<file path="config.mk">
export PLATFORM = sky130hd
export DESIGN_NAME = drag_flap_mode_controller
export DESIGN_NICKNAME = d
export VERILOG_FILES = /design/src/rtl/core/dfmc_pkg.sv /design/src/rtl/core/dfmc_cfg_regs.sv /design/src/rtl/core/dfmc_decide.sv /design/src/rtl/core/drag_flap_mode_controller.sv
export SDC_FILE = /design/constraint.sdc
export NUM_CORES = 1
export LEC_CHECK = 0
export BUFFER_PORTS_ARGS = -buffer_cell sky130_fd_sc_hd__buf_2
export CAP_MARGIN = 5
export CORE_ASPECT_RATIO = 1.5
export CORE_MARGIN = 2
export CORE_UTILIZATION = 35
export CTS_CLUSTER_DIAMETER = 200
export DETAILED_ROUTE_END_ITERATION = 8
export GPL_ROUTABILITY_DRIVEN = 0
export MAX_ROUTING_LAYER = met4
export PLACE_DENSITY = 0.57
export SLEW_MARGIN = 20
export SYNTH_ARGS = -nofsm -noshare
export SYNTH_HDL_FRONTEND = slang
export SYNTH_HIERARCHICAL = 1
export SYNTH_SLANG_ARGS = --single-unit
</file>
<file path="constraint.sdc">
create_clock -name i_clk -period 10.7 [get_ports i_clk]
set_input_delay 2.14 -clock i_clk [delete_from_list [all_inputs] [get_ports i_clk]]
set_output_delay 2.14 -clock i_clk [all_outputs]
set_load 0.02 [all_outputs]
</file>
<file path="src/rtl/core/dfmc_pkg.sv">
`timescale 1ns / 1ps
// ============================================================================
// dfmc_pkg
// Shared types, codes and thresholds of the drag flap mode controller.
// ============================================================================
package dfmc_pkg;

    localparam int TIMER_BITS_DEF = 20;
    localparam int CFG_W          = 20;
    localparam int MODE_W         = 3;
    localparam int CFG_ADDR_W     = 2;
    localparam int IN_TDATA_W     = 56;
    localparam int OUT_TDATA_W    = 8;

    // Mode codes
    localparam logic [MODE_W-1:0] MODE_CLOSED = 3'd0;
    localparam logic [MODE_W-1:0] MODE_OPEN   = 3'd1;
    localparam logic [MODE_W-1:0] MODE_MANUAL = 3'd2;
    localparam logic [MODE_W-1:0] MODE_ASSIST = 3'd3;
    localparam logic [MODE_W-1:0] MODE_AUTO   = 3'd4;

    // Register indexes
    localparam logic [CFG_ADDR_W-1:0] REG_MODE       = 2'd0;
    localparam logic [CFG_ADDR_W-1:0] REG_AUTO_HOLD  = 2'd1;
    localparam logic [CFG_ADDR_W-1:0] REG_OPEN_WAIT  = 2'd2;
    localparam logic [CFG_ADDR_W-1:0] REG_CLOSE_WAIT = 2'd3;

    // Register reset values
    localparam logic [MODE_W-1:0] RST_MODE       = MODE_MANUAL;
    localparam logic [CFG_W-1:0]  RST_AUTO_HOLD  = 20'd250000;
    localparam logic [CFG_W-1:0]  RST_OPEN_WAIT  = 20'd45000;
    localparam logic [CFG_W-1:0]  RST_CLOSE_WAIT = 20'd10000;

    // Fixed-point thresholds (brake and throttle fractions in thousandths, steering in degrees)
    localparam logic [9:0]  BRAKE_FORCE_CLOSE = 10'd200;
    localparam logic [9:0]  BRAKE_AUTO_LIMIT  = 10'd50;
    localparam logic [9:0]  THROTTLE_AUTO_MIN = 10'd850;
    localparam logic [9:0]  THROTTLE_LIFT     = 10'd50;
    localparam logic signed [8:0] STEER_FORCE_CLOSE = 9'sd15;
    localparam logic signed [8:0] STEER_AUTO_LIMIT  = 9'sd10;
    // mph = floor(kph*62/100) > 25  <=>  kph*62 >= 26*100
    localparam logic [13:0] KPH_TO_MPH_NUM    = 14'd62;
    localparam logic [13:0] MPH_OPEN_SCALED   = 14'd2600;

    typedef struct packed {
        logic [MODE_W-1:0] mode;
        logic [CFG_W-1:0]  auto_hold;
        logic [CFG_W-1:0]  open_wait;
        logic [CFG_W-1:0]  close_wait;
    } t_cfg;

    typedef struct packed {
        logic              button;
        logic signed [8:0] steer;
        logic [9:0]        brake;
        logic [9:0]        throttle;
        logic [7:0]        speed;
        logic [15:0]       elapsed;
    } t_tick;

    typedef struct packed {
        logic flap;
        logic auto_flag;
        logic hold_run;
    } t_flags;

endpackage

</file>
<file path="src/rtl/core/dfmc_cfg_regs.sv">
`timescale 1ns / 1ps
// ============================================================================
// dfmc_cfg_regs
// Write-only configuration register file.
// ============================================================================
module dfmc_cfg_regs (
    input  logic                           i_clk,
    input  logic                           i_rst_n,
    input  logic                           i_cfg_we,
    input  logic [dfmc_pkg::CFG_ADDR_W-1:0] i_cfg_addr,
    input  logic [dfmc_pkg::CFG_W-1:0]     i_cfg_wdata,
    output dfmc_pkg::t_cfg                 o_cfg
);
    import dfmc_pkg::*;

    t_cfg r_cfg;
    t_cfg n_cfg;

    always_comb begin
        n_cfg = r_cfg;
        if (i_cfg_we) begin
            unique case (i_cfg_addr)
                REG_MODE:       n_cfg.mode       = i_cfg_wdata[MODE_W-1:0];
                REG_AUTO_HOLD:  n_cfg.auto_hold  = i_cfg_wdata;
                REG_OPEN_WAIT:  n_cfg.open_wait  = i_cfg_wdata;
                REG_CLOSE_WAIT: n_cfg.close_wait = i_cfg_wdata;
                default:        n_cfg = r_cfg;
            endcase
        end
    end

    always_ff @(posedge i_clk) begin
        if (!i_rst_n) begin
            r_cfg.mode       <= RST_MODE;
            r_cfg.auto_hold  <= RST_AUTO_HOLD;
            r_cfg.open_wait  <= RST_OPEN_WAIT;
            r_cfg.close_wait <= RST_CLOSE_WAIT;
        end else begin
            r_cfg <= n_cfg;
        end
    end

    assign o_cfg = r_cfg;

endmodule

</file>
<file path="src/rtl/core/dfmc_decide.sv">
`timescale 1ns / 1ps
// ============================================================================
// dfmc_decide
// Next-state logic for one control tick: timer update and mode decisions.
// ============================================================================
module dfmc_decide #(
    parameter int TIMER_BITS = dfmc_pkg::TIMER_BITS_DEF
) (
    input  dfmc_pkg::t_cfg         i_cfg,
    input  dfmc_pkg::t_tick        i_tick,
    input  dfmc_pkg::t_flags       i_flags,
    input  logic [TIMER_BITS-1:0]  i_toggle,
    input  logic [TIMER_BITS-1:0]  i_hold,
    output dfmc_pkg::t_flags       o_flags,
    output logic [TIMER_BITS-1:0]  o_toggle,
    output logic [TIMER_BITS-1:0]  o_hold
);
    import dfmc_pkg::*;

    localparam int CW = (TIMER_BITS > CFG_W) ? TIMER_BITS : CFG_W;

    logic [TIMER_BITS:0]   toggle_sum;
    logic [TIMER_BITS:0]   hold_sum;
    logic [TIMER_BITS-1:0] toggle_acc;
    logic [TIMER_BITS-1:0] hold_acc;
    logic [CW-1:0]         toggle_cmp;
    logic [CW-1:0]         hold_cmp;
    logic [13:0]           kph_scaled;
    logic                  open_lock_done;
    logic                  close_lock_done;
    logic                  hold_done;
    logic                  force_close;
    logic                  open_ok;
    logic                  close_cmd;

    // Saturating accumulate of elapsed time
    assign toggle_sum = {1'b0, i_toggle} + (TIMER_BITS + 1)'(i_tick.elapsed);
    assign hold_sum   = {1'b0, i_hold} + (TIMER_BITS + 1)'(i_tick.elapsed);
    assign toggle_acc = toggle_sum[TIMER_BITS] ? '1 : toggle_sum[TIMER_BITS-1:0];
    assign hold_acc   = !i_flags.hold_run ? i_hold :
                        (hold_sum[TIMER_BITS] ? '1 : hold_sum[TIMER_BITS-1:0]);

    assign toggle_cmp      = CW'(toggle_acc);
    assign hold_cmp        = CW'(hold_acc);
    assign open_lock_done  = toggle_cmp >= CW'(i_cfg.open_wait);
    assign close_lock_done = toggle_cmp >= CW'(i_cfg.close_wait);
    assign hold_done       = hold_cmp >= CW'(i_cfg.auto_hold);

    assign kph_scaled  = 14'(i_tick.speed) * KPH_TO_MPH_NUM;
    assign force_close = (i_tick.brake > BRAKE_FORCE_CLOSE)
                      || (i_tick.steer > STEER_FORCE_CLOSE)
                      || (i_tick.steer < -STEER_FORCE_CLOSE);
    assign open_ok     = (kph_scaled >= MPH_OPEN_SCALED)
                      && (i_tick.throttle > THROTTLE_AUTO_MIN)
                      && (i_tick.steer > -STEER_AUTO_LIMIT)
                      && (i_tick.steer < STEER_AUTO_LIMIT)
                      && (i_tick.brake <= BRAKE_AUTO_LIMIT);
    assign close_cmd   = (i_tick.brake > BRAKE_AUTO_LIMIT)
                      || (i_tick.throttle < THROTTLE_LIFT);

    always_comb begin
        o_flags  = i_flags;
        o_toggle = toggle_acc;
        o_hold   = hold_acc;
        unique case (i_cfg.mode)
            MODE_CLOSED: o_flags.flap = 1'b0;
            MODE_OPEN:   o_flags.flap = 1'b1;
            MODE_MANUAL: o_flags.flap = i_tick.button;
            MODE_ASSIST: begin
                if (!i_flags.flap && i_tick.button && open_lock_done) begin
                    o_toggle     = '0;
                    o_flags.flap = 1'b1;
                end else if (i_flags.flap && i_tick.button && close_lock_done) begin
                    o_toggle     = '0;
                    o_flags.flap = 1'b0;
                end
                if (o_flags.flap && force_close) begin
                    o_flags.flap = 1'b0;
                end
            end
            MODE_AUTO: begin
                if (!i_flags.flap) begin
                    if (open_ok) begin
                        if (!i_flags.hold_run) begin
                            o_flags.hold_run = 1'b1;
                            o_hold           = '0;
                        end else if (hold_done) begin
                            o_flags.auto_flag = 1'b1;
                            o_flags.flap      = 1'b1;
                            o_flags.hold_run  = 1'b0;
                            o_hold            = '0;
                        end
                    end else begin
                        o_flags.hold_run = 1'b0;
                        o_hold           = '0;
                    end
                end else if (close_cmd) begin
                    o_flags.auto_flag = 1'b0;
                    o_flags.flap      = 1'b0;
                    o_flags.hold_run  = 1'b0;
                    o_hold            = '0;
                end
            end
            default: begin
                // unused mode codes: hold everything but the timer advance
                o_flags = i_flags;
            end
        endcase
    end

endmodule

</file>
<file path="src/rtl/core/drag_flap_mode_controller.sv">
`timescale 1ns / 1ps
// ============================================================================
// drag_flap_mode_controller
// Drag flap mode controller: one control tick in, one flap command out.
// ============================================================================
//
//  Channel   Direction  Handshake          Contents
//  s_axis    in         tvalid / tready    one control tick (sensor sample)
//  m_axis    out        tvalid / tready    flap state, drive lines, auto flag
//  cfg       in         write enable only  mode, auto hold, assist lockouts
//
//  Flow: a tick is captured in the input register, decided by one pass of
//  next-state logic and written to the result register once the result
//  slot is free; a new tick is taken every cycle unless the output stalls.
//  Reset: synchronous, active low; flap closed, toggle timer saturated.
//  Stalls: a held result stalls the input register only while it is full.
// ============================================================================
module drag_flap_mode_controller #(
    parameter int TIMER_BITS = dfmc_pkg::TIMER_BITS_DEF
) (
    input  logic                             i_clk,
    input  logic                             i_rst_n,
    // tick input
    input  logic                             i_s_axis_tvalid,
    output logic                             o_s_axis_tready,
    // [0] button, [9:1] steering_deg, [19:10] brake_frac,
    // [29:20] throttle_frac, [37:30] speed_kph, [53:38] elapsed_us
    input  logic [dfmc_pkg::IN_TDATA_W-1:0]  i_s_axis_tdata,
    // result output
    output logic                             o_m_axis_tvalid,
    input  logic                             i_m_axis_tready,
    // [0] flap_open, [1] open_drive, [2] close_drive, [3] auto_active
    output logic [dfmc_pkg::OUT_TDATA_W-1:0] o_m_axis_tdata,
    // configuration write port
    input  logic                             i_cfg_we,
    input  logic [dfmc_pkg::CFG_ADDR_W-1:0]  i_cfg_addr,
    input  logic [dfmc_pkg::CFG_W-1:0]       i_cfg_wdata
);
    import dfmc_pkg::*;

    t_cfg                  cfg;
    t_tick                 tick_in;
    t_tick                 r_tick;
    logic                  r_in_valid;
    logic                  r_out_valid;
    logic                  out_free;
    logic                  in_adv;
    t_flags                r_flags;
    t_flags                n_flags;
    logic [TIMER_BITS-1:0] r_toggle;
    logic [TIMER_BITS-1:0] n_toggle;
    logic [TIMER_BITS-1:0] r_hold;
    logic [TIMER_BITS-1:0] n_hold;
    logic                  r_res_flap;
    logic                  r_res_auto;

    dfmc_cfg_regs u_cfg (
        .i_clk       (i_clk),
        .i_rst_n     (i_rst_n),
        .i_cfg_we    (i_cfg_we),
        .i_cfg_addr  (i_cfg_addr),
        .i_cfg_wdata (i_cfg_wdata),
        .o_cfg       (cfg)
    );

    // Unpack the tick fields from tdata
    assign tick_in.button   = i_s_axis_tdata[0];
    assign tick_in.steer    = i_s_axis_tdata[9:1];
    assign tick_in.brake    = i_s_axis_tdata[19:10];
    assign tick_in.throttle = i_s_axis_tdata[29:20];
    assign tick_in.speed    = i_s_axis_tdata[37:30];
    assign tick_in.elapsed  = i_s_axis_tdata[53:38];

    // Two-stage pipeline handshake: advance whenever the result slot frees up
    assign out_free        = !r_out_valid || i_m_axis_tready;
    assign in_adv          = r_in_valid && out_free;
    assign o_s_axis_tready = !r_in_valid || out_free;

    always_ff @(posedge i_clk) begin
        if (!i_rst_n) begin
            r_in_valid <= 1'b0;
        end else if (o_s_axis_tready) begin
            r_in_valid <= i_s_axis_tvalid;
        end
    end

    // Capture tick payload on every input transaction
    always_ff @(posedge i_clk) begin
        if (i_s_axis_tvalid && o_s_axis_tready) begin
            r_tick <= tick_in;
        end
    end

    dfmc_decide #(
        .TIMER_BITS (TIMER_BITS)
    ) u_decide (
        .i_cfg    (cfg),
        .i_tick   (r_tick),
        .i_flags  (r_flags),
        .i_toggle (r_toggle),
        .i_hold   (r_hold),
        .o_flags  (n_flags),
        .o_toggle (n_toggle),
        .o_hold   (n_hold)
    );

    // Controller state: advance once per tick that moves into the result stage
    always_ff @(posedge i_clk) begin
        if (!i_rst_n) begin
            r_flags  <= '0;
            r_toggle <= '1;
            r_hold   <= '0;
        end else if (in_adv) begin
            r_flags  <= n_flags;
            r_toggle <= n_toggle;
            r_hold   <= n_hold;
        end
    end

    // Result register: hold until the output transaction completes
    always_ff @(posedge i_clk) begin
        if (!i_rst_n) begin
            r_out_valid <= 1'b0;
        end else if (out_free) begin
            r_out_valid <= r_in_valid;
        end
    end

    always_ff @(posedge i_clk) begin
        if (in_adv) begin
            r_res_flap <= n_flags.flap;
            r_res_auto <= n_flags.auto_flag;
        end
    end

    assign o_m_axis_tvalid = r_out_valid;
    assign o_m_axis_tdata  = {4'b0000, r_res_auto, !r_res_flap, r_res_flap, r_res_flap};

`ifndef NO_ASSERTIONS
    // Input stage holds its tick while the result stage is blocked
    a_in_hold: assert property (@(posedge i_clk) disable iff (!i_rst_n)
        (r_in_valid && !out_free) |=> (r_in_valid && $stable(r_tick)))
        else $error("input stage lost a tick under stall");

    // State moves only when a tick advances
    a_state_stable: assert property (@(posedge i_clk) disable iff (!i_rst_n)
        !in_adv |=> ($stable(r_flags) && $stable(r_toggle) && $stable(r_hold)))
        else $error("controller state changed without a tick");

    // Toggle timer only drops by being cleared in assistive mode
    a_toggle_clear: assert property (@(posedge i_clk) disable iff (!i_rst_n)
        (in_adv && (n_toggle < r_toggle)) |-> ((cfg.mode == MODE_ASSIST) && (n_toggle == '0)))
        else $error("toggle timer dropped outside an assistive toggle");

    // Every advanced tick produces a pending result
    a_result_valid: assert property (@(posedge i_clk) disable iff (!i_rst_n)
        in_adv |=> r_out_valid)
        else $error("advanced tick produced no result");
`endif

endmodule
</file>
==> results.cfg <==
[setup_path]
crit_cells = 23
cp_common_cell = a21oi_1
crit_required_ps = 11080
cp-end-kind = register
reg2reg_setup_slack_ps = 4990
startpoint_type = register
critPathMaxFanout = 12
endpoint = r_flags[2]
r2r_start = r_tick[0]
critPathSlowestCell = or4b_1
crit_arrival_ps = 6090
path_delay_family = compound AO/OA/AOI/OAI gates
rr_worst_depth = 23
reg2reg_to = r_flags[2]
slowest_delay_ps = 530
critPathLaunch = r_tick[0]
cp_cell_sequence = ha_1, inv_1, fa_1, nor2b_1, o31a_1, o31a_1, o31ai_1, a31o_2, o21ai_1, buf_4, nor4_1, nor2_1, ha_1, o21ai_0, a21oi_1, o21ai_0, a21oi_1, o221ai_1, a21oi_1, or4b_1, a31oi_1, nand2_1, mux2i_1
crit_buf_inv = 2
critical_path_class = register to register

[floorplanning]
core_area_sq_um = 31140
fp-row-count = 79
die_w_microns = 149.5
io_pins = 93
initial_utilization_pct = 35.71
fp.dieH_microns = 222.3
die-area_sq_um = 33240

[yosys]
yosys_most_used_dff = dfxtp_1
avgSynthCellArea_sq_um = 9.159
synth_area_sq_um = 11120
synth_cell_types = 77
synthCells = 1214
synth_warnings = 6
ys_seq_elements = 164
ys_seq_area_share_pct = 34.57
synthArstFlopShare_pct = 0
synth-edff-count = 56

[clock_tree]
cts_buffer_depth = 2
htreeDepth = 4
clk_pin_slew_ps = 70
cts.root.buffer_cell = clkbuf_16
cts_resized = 0
cts_tree = built
clock-sinks = 164
cts_setup_buffers = 0
cts_buffers = 17
insertion_delay_ps = 450
ctsHoldBuffers = 0

[cells_and_area]
layout.nets = 1488
areaGrowthSynthToFinish_pct = 11.41
num-fill-cells = 3132
drive_above_1_share_pct = 10.81
diodes = 0

[worst_hold_path]
hp-class = register to register

[sta]
max_freq_mhz = 175.1
post-route-period-util_pct = 53.38
fin_skew_ps = 9.472
hold_slack_ps = 458.7
fin_tns_setup_ps = 0
post-route-min-period_ps = 5712
rsz0062_at_grt = false
tightest_slew_ps = 1127
finalSetupViolCount = 0
maxSlewViolCount = 0
hold_viol_final = 0
slew_headroom_pct = 24.84

[power_and_ir_drop]
switchingPower_mw = 0.6176
clkPwrFrac_pct = 34.6
ir_worst_vdd_uv = 81.14
p_comb_share_pct = 27.8
seq_power_share_pct = 37.6
p_per_area_nw_per_um2 = 148.9
intPower_mw = 1.227
swShare_pct = 33.48
power_leakage_nw = 5.500

[route]
num_vias = 8536
detail_route.wl_per_cell_microns = 15.45
drc = 0
via_per_inst = 5.048
dr.pass1.iters = 4
wl_microns = 26130
drtIter0Drc = 426
ant_nets = 0

[global_route]
grt_use_total_pct = 16.79
antenna_found_initial = 0
grt_max_degree = 95
grt_pass1_wl_microns = 42840
grt_overflow = 0
grt_pass1_vias = 8578

[status]
status = complete, no violations

[place]
dp_hpwl_microns = 19850
port_buffers = 86

[job]
maxCapViolCount = 0
sequential cells by signal, indices dropped and copies added, names as in the netlist:
register and count:
r_in_valid 1, r_hold 20, r_tick 54, r_flags 3, o_m_axis_tvalid 1, r_res_auto 1
r_toggle 20, r_res_flap 1, u_cfg/o_cfg 63
synthesized netlist by cell type, types with 21 or more instances:
cell,number,share of area [%]
a21o_1,22,1.5
a21oi_1,55,2.5
dfxtp_1,108,19
edfxtp_1,56,15
ha_1,113,13
inv_1,133,4.5
mux2i_1,79,7.1
nand2_1,146,4.9
nor2_1,49,1.7
nor2b_1,39,2.2
o21ai_0,53,2.4
o311ai_1,21,1.7
worst min-delay path by stage:
stage,from,to,cells past startpoint
6_report,u_cfg/o_cfg[49],u_cfg/o_cfg[49],2
5_1_grt,u_cfg/o_cfg[50],u_cfg/o_cfg[50],2
4_1_cts,u_cfg/o_cfg[50],u_cfg/o_cfg[50],2
3_5_place_dp,u_cfg/o_cfg[46],u_cfg/o_cfg[46],2
3_3_place_gp,u_cfg/o_cfg[51],u_cfg/o_cfg[51],2
2_1_floorplan,r_flags[1],r_flags[1],2
logic make-up (layout without fill, tap and decap cells):
logic type	Yosys count	in the layout	synth area share (%)
compound gates	268	268	15.99
xor+xnor	28	28	2.206
fa+ha+maj	132	132	16.14
buf+inv	189	258	7.708
flops	164	164	34.57
mux	84	84	7.618
other cells	1	4	0.03372
simple gates	348	348	15.74
worst register-to-register path, delay by kind of cell, from the launching register on:
kind	cells	cell delay, ps
AOI/OAI and AO/OA	12	2820
adders and majority gates	3	790
and+or+nand+nor	5	1170
muxes	1	150
DFF	1	430
buffers and inverters	2	280
power groups by stage:
stage / registers, mW / clock network [mW] / logic (mW)
finish: 0.694 / 0.637 / 0.513
global route: 0.699 / 0.681 / 0.585
CTS: 0.695 / 0.656 / 0.516
detailed placement: 0.709 / 0 / 0.512
global placement: 0.709 / 0 / 0.499
floorplan: 0.702 / 0 / 0.397
routing by layer:
layer | vias up | global-route usage [%] | wire length, microns
li1 | 4382 | - | -
met1 | 4003 | 19.65 | 11550
met2 | 119 | 28.90 | 13280
met3 | 32 | 2.793 | 667
met4 | 0 | 5.745 | 634
met5 | - | - | 0
final cells by class:
cell class                      instances  area, sq um  area share [%]
Clock buffer                           17        425.4           3.434
Clock inverter                         15        186.4           1.505
Inverter                              134        503.0           4.060
Tap cell                              405        506.7           4.091
Sequential cell                       164         3844           31.03
Multi-Input combinational cell        864         6445           52.03
Timing Repair Buffer                   92        478.0           3.858
placed cells by master, fill, tap and decap left out, types with 11 or more instances in the layout:
cell	netlist	layout
o211ai_1	11	11
xnor2_1	13	13
a211oi_1	14	13
xor2_1	15	15
fa_1	19	19
nand2b_1	12	12
o21ai_0	53	53
and2_1	20	19
o311ai_1	21	21
o21ai_1	20	20
nor2b_1	39	39
a21oi_1	55	55
ha_1	113	113
dfxtp_1	108	108
edfxtp_1	56	56
inv_1	133	133
nand3_1	14	14
clkbuf_16	0	17
nor2_1	49	49
nand2_1	146	146
mux2i_1	79	79
buf_2	11	85
a21o_1	22	22
stage by stage:
step           setup WS, ps  utilization, %  power [mW]  std cells  area (sq um)
6_report               4988           39.79       1.845       1691         12390
5_1_grt                4452           39.79       1.965       1691         12390
4_1_cts                4962           39.79       1.866       1691         12390
3_5_place_dp           5000           37.82       1.221       1659         11780
3_3_place_gp           4826           37.79       1.207       1659         11770
2_1_floorplan          6025               -       1.099       1217         11130
No activity file was read; power rests on OpenSTA's default activity.
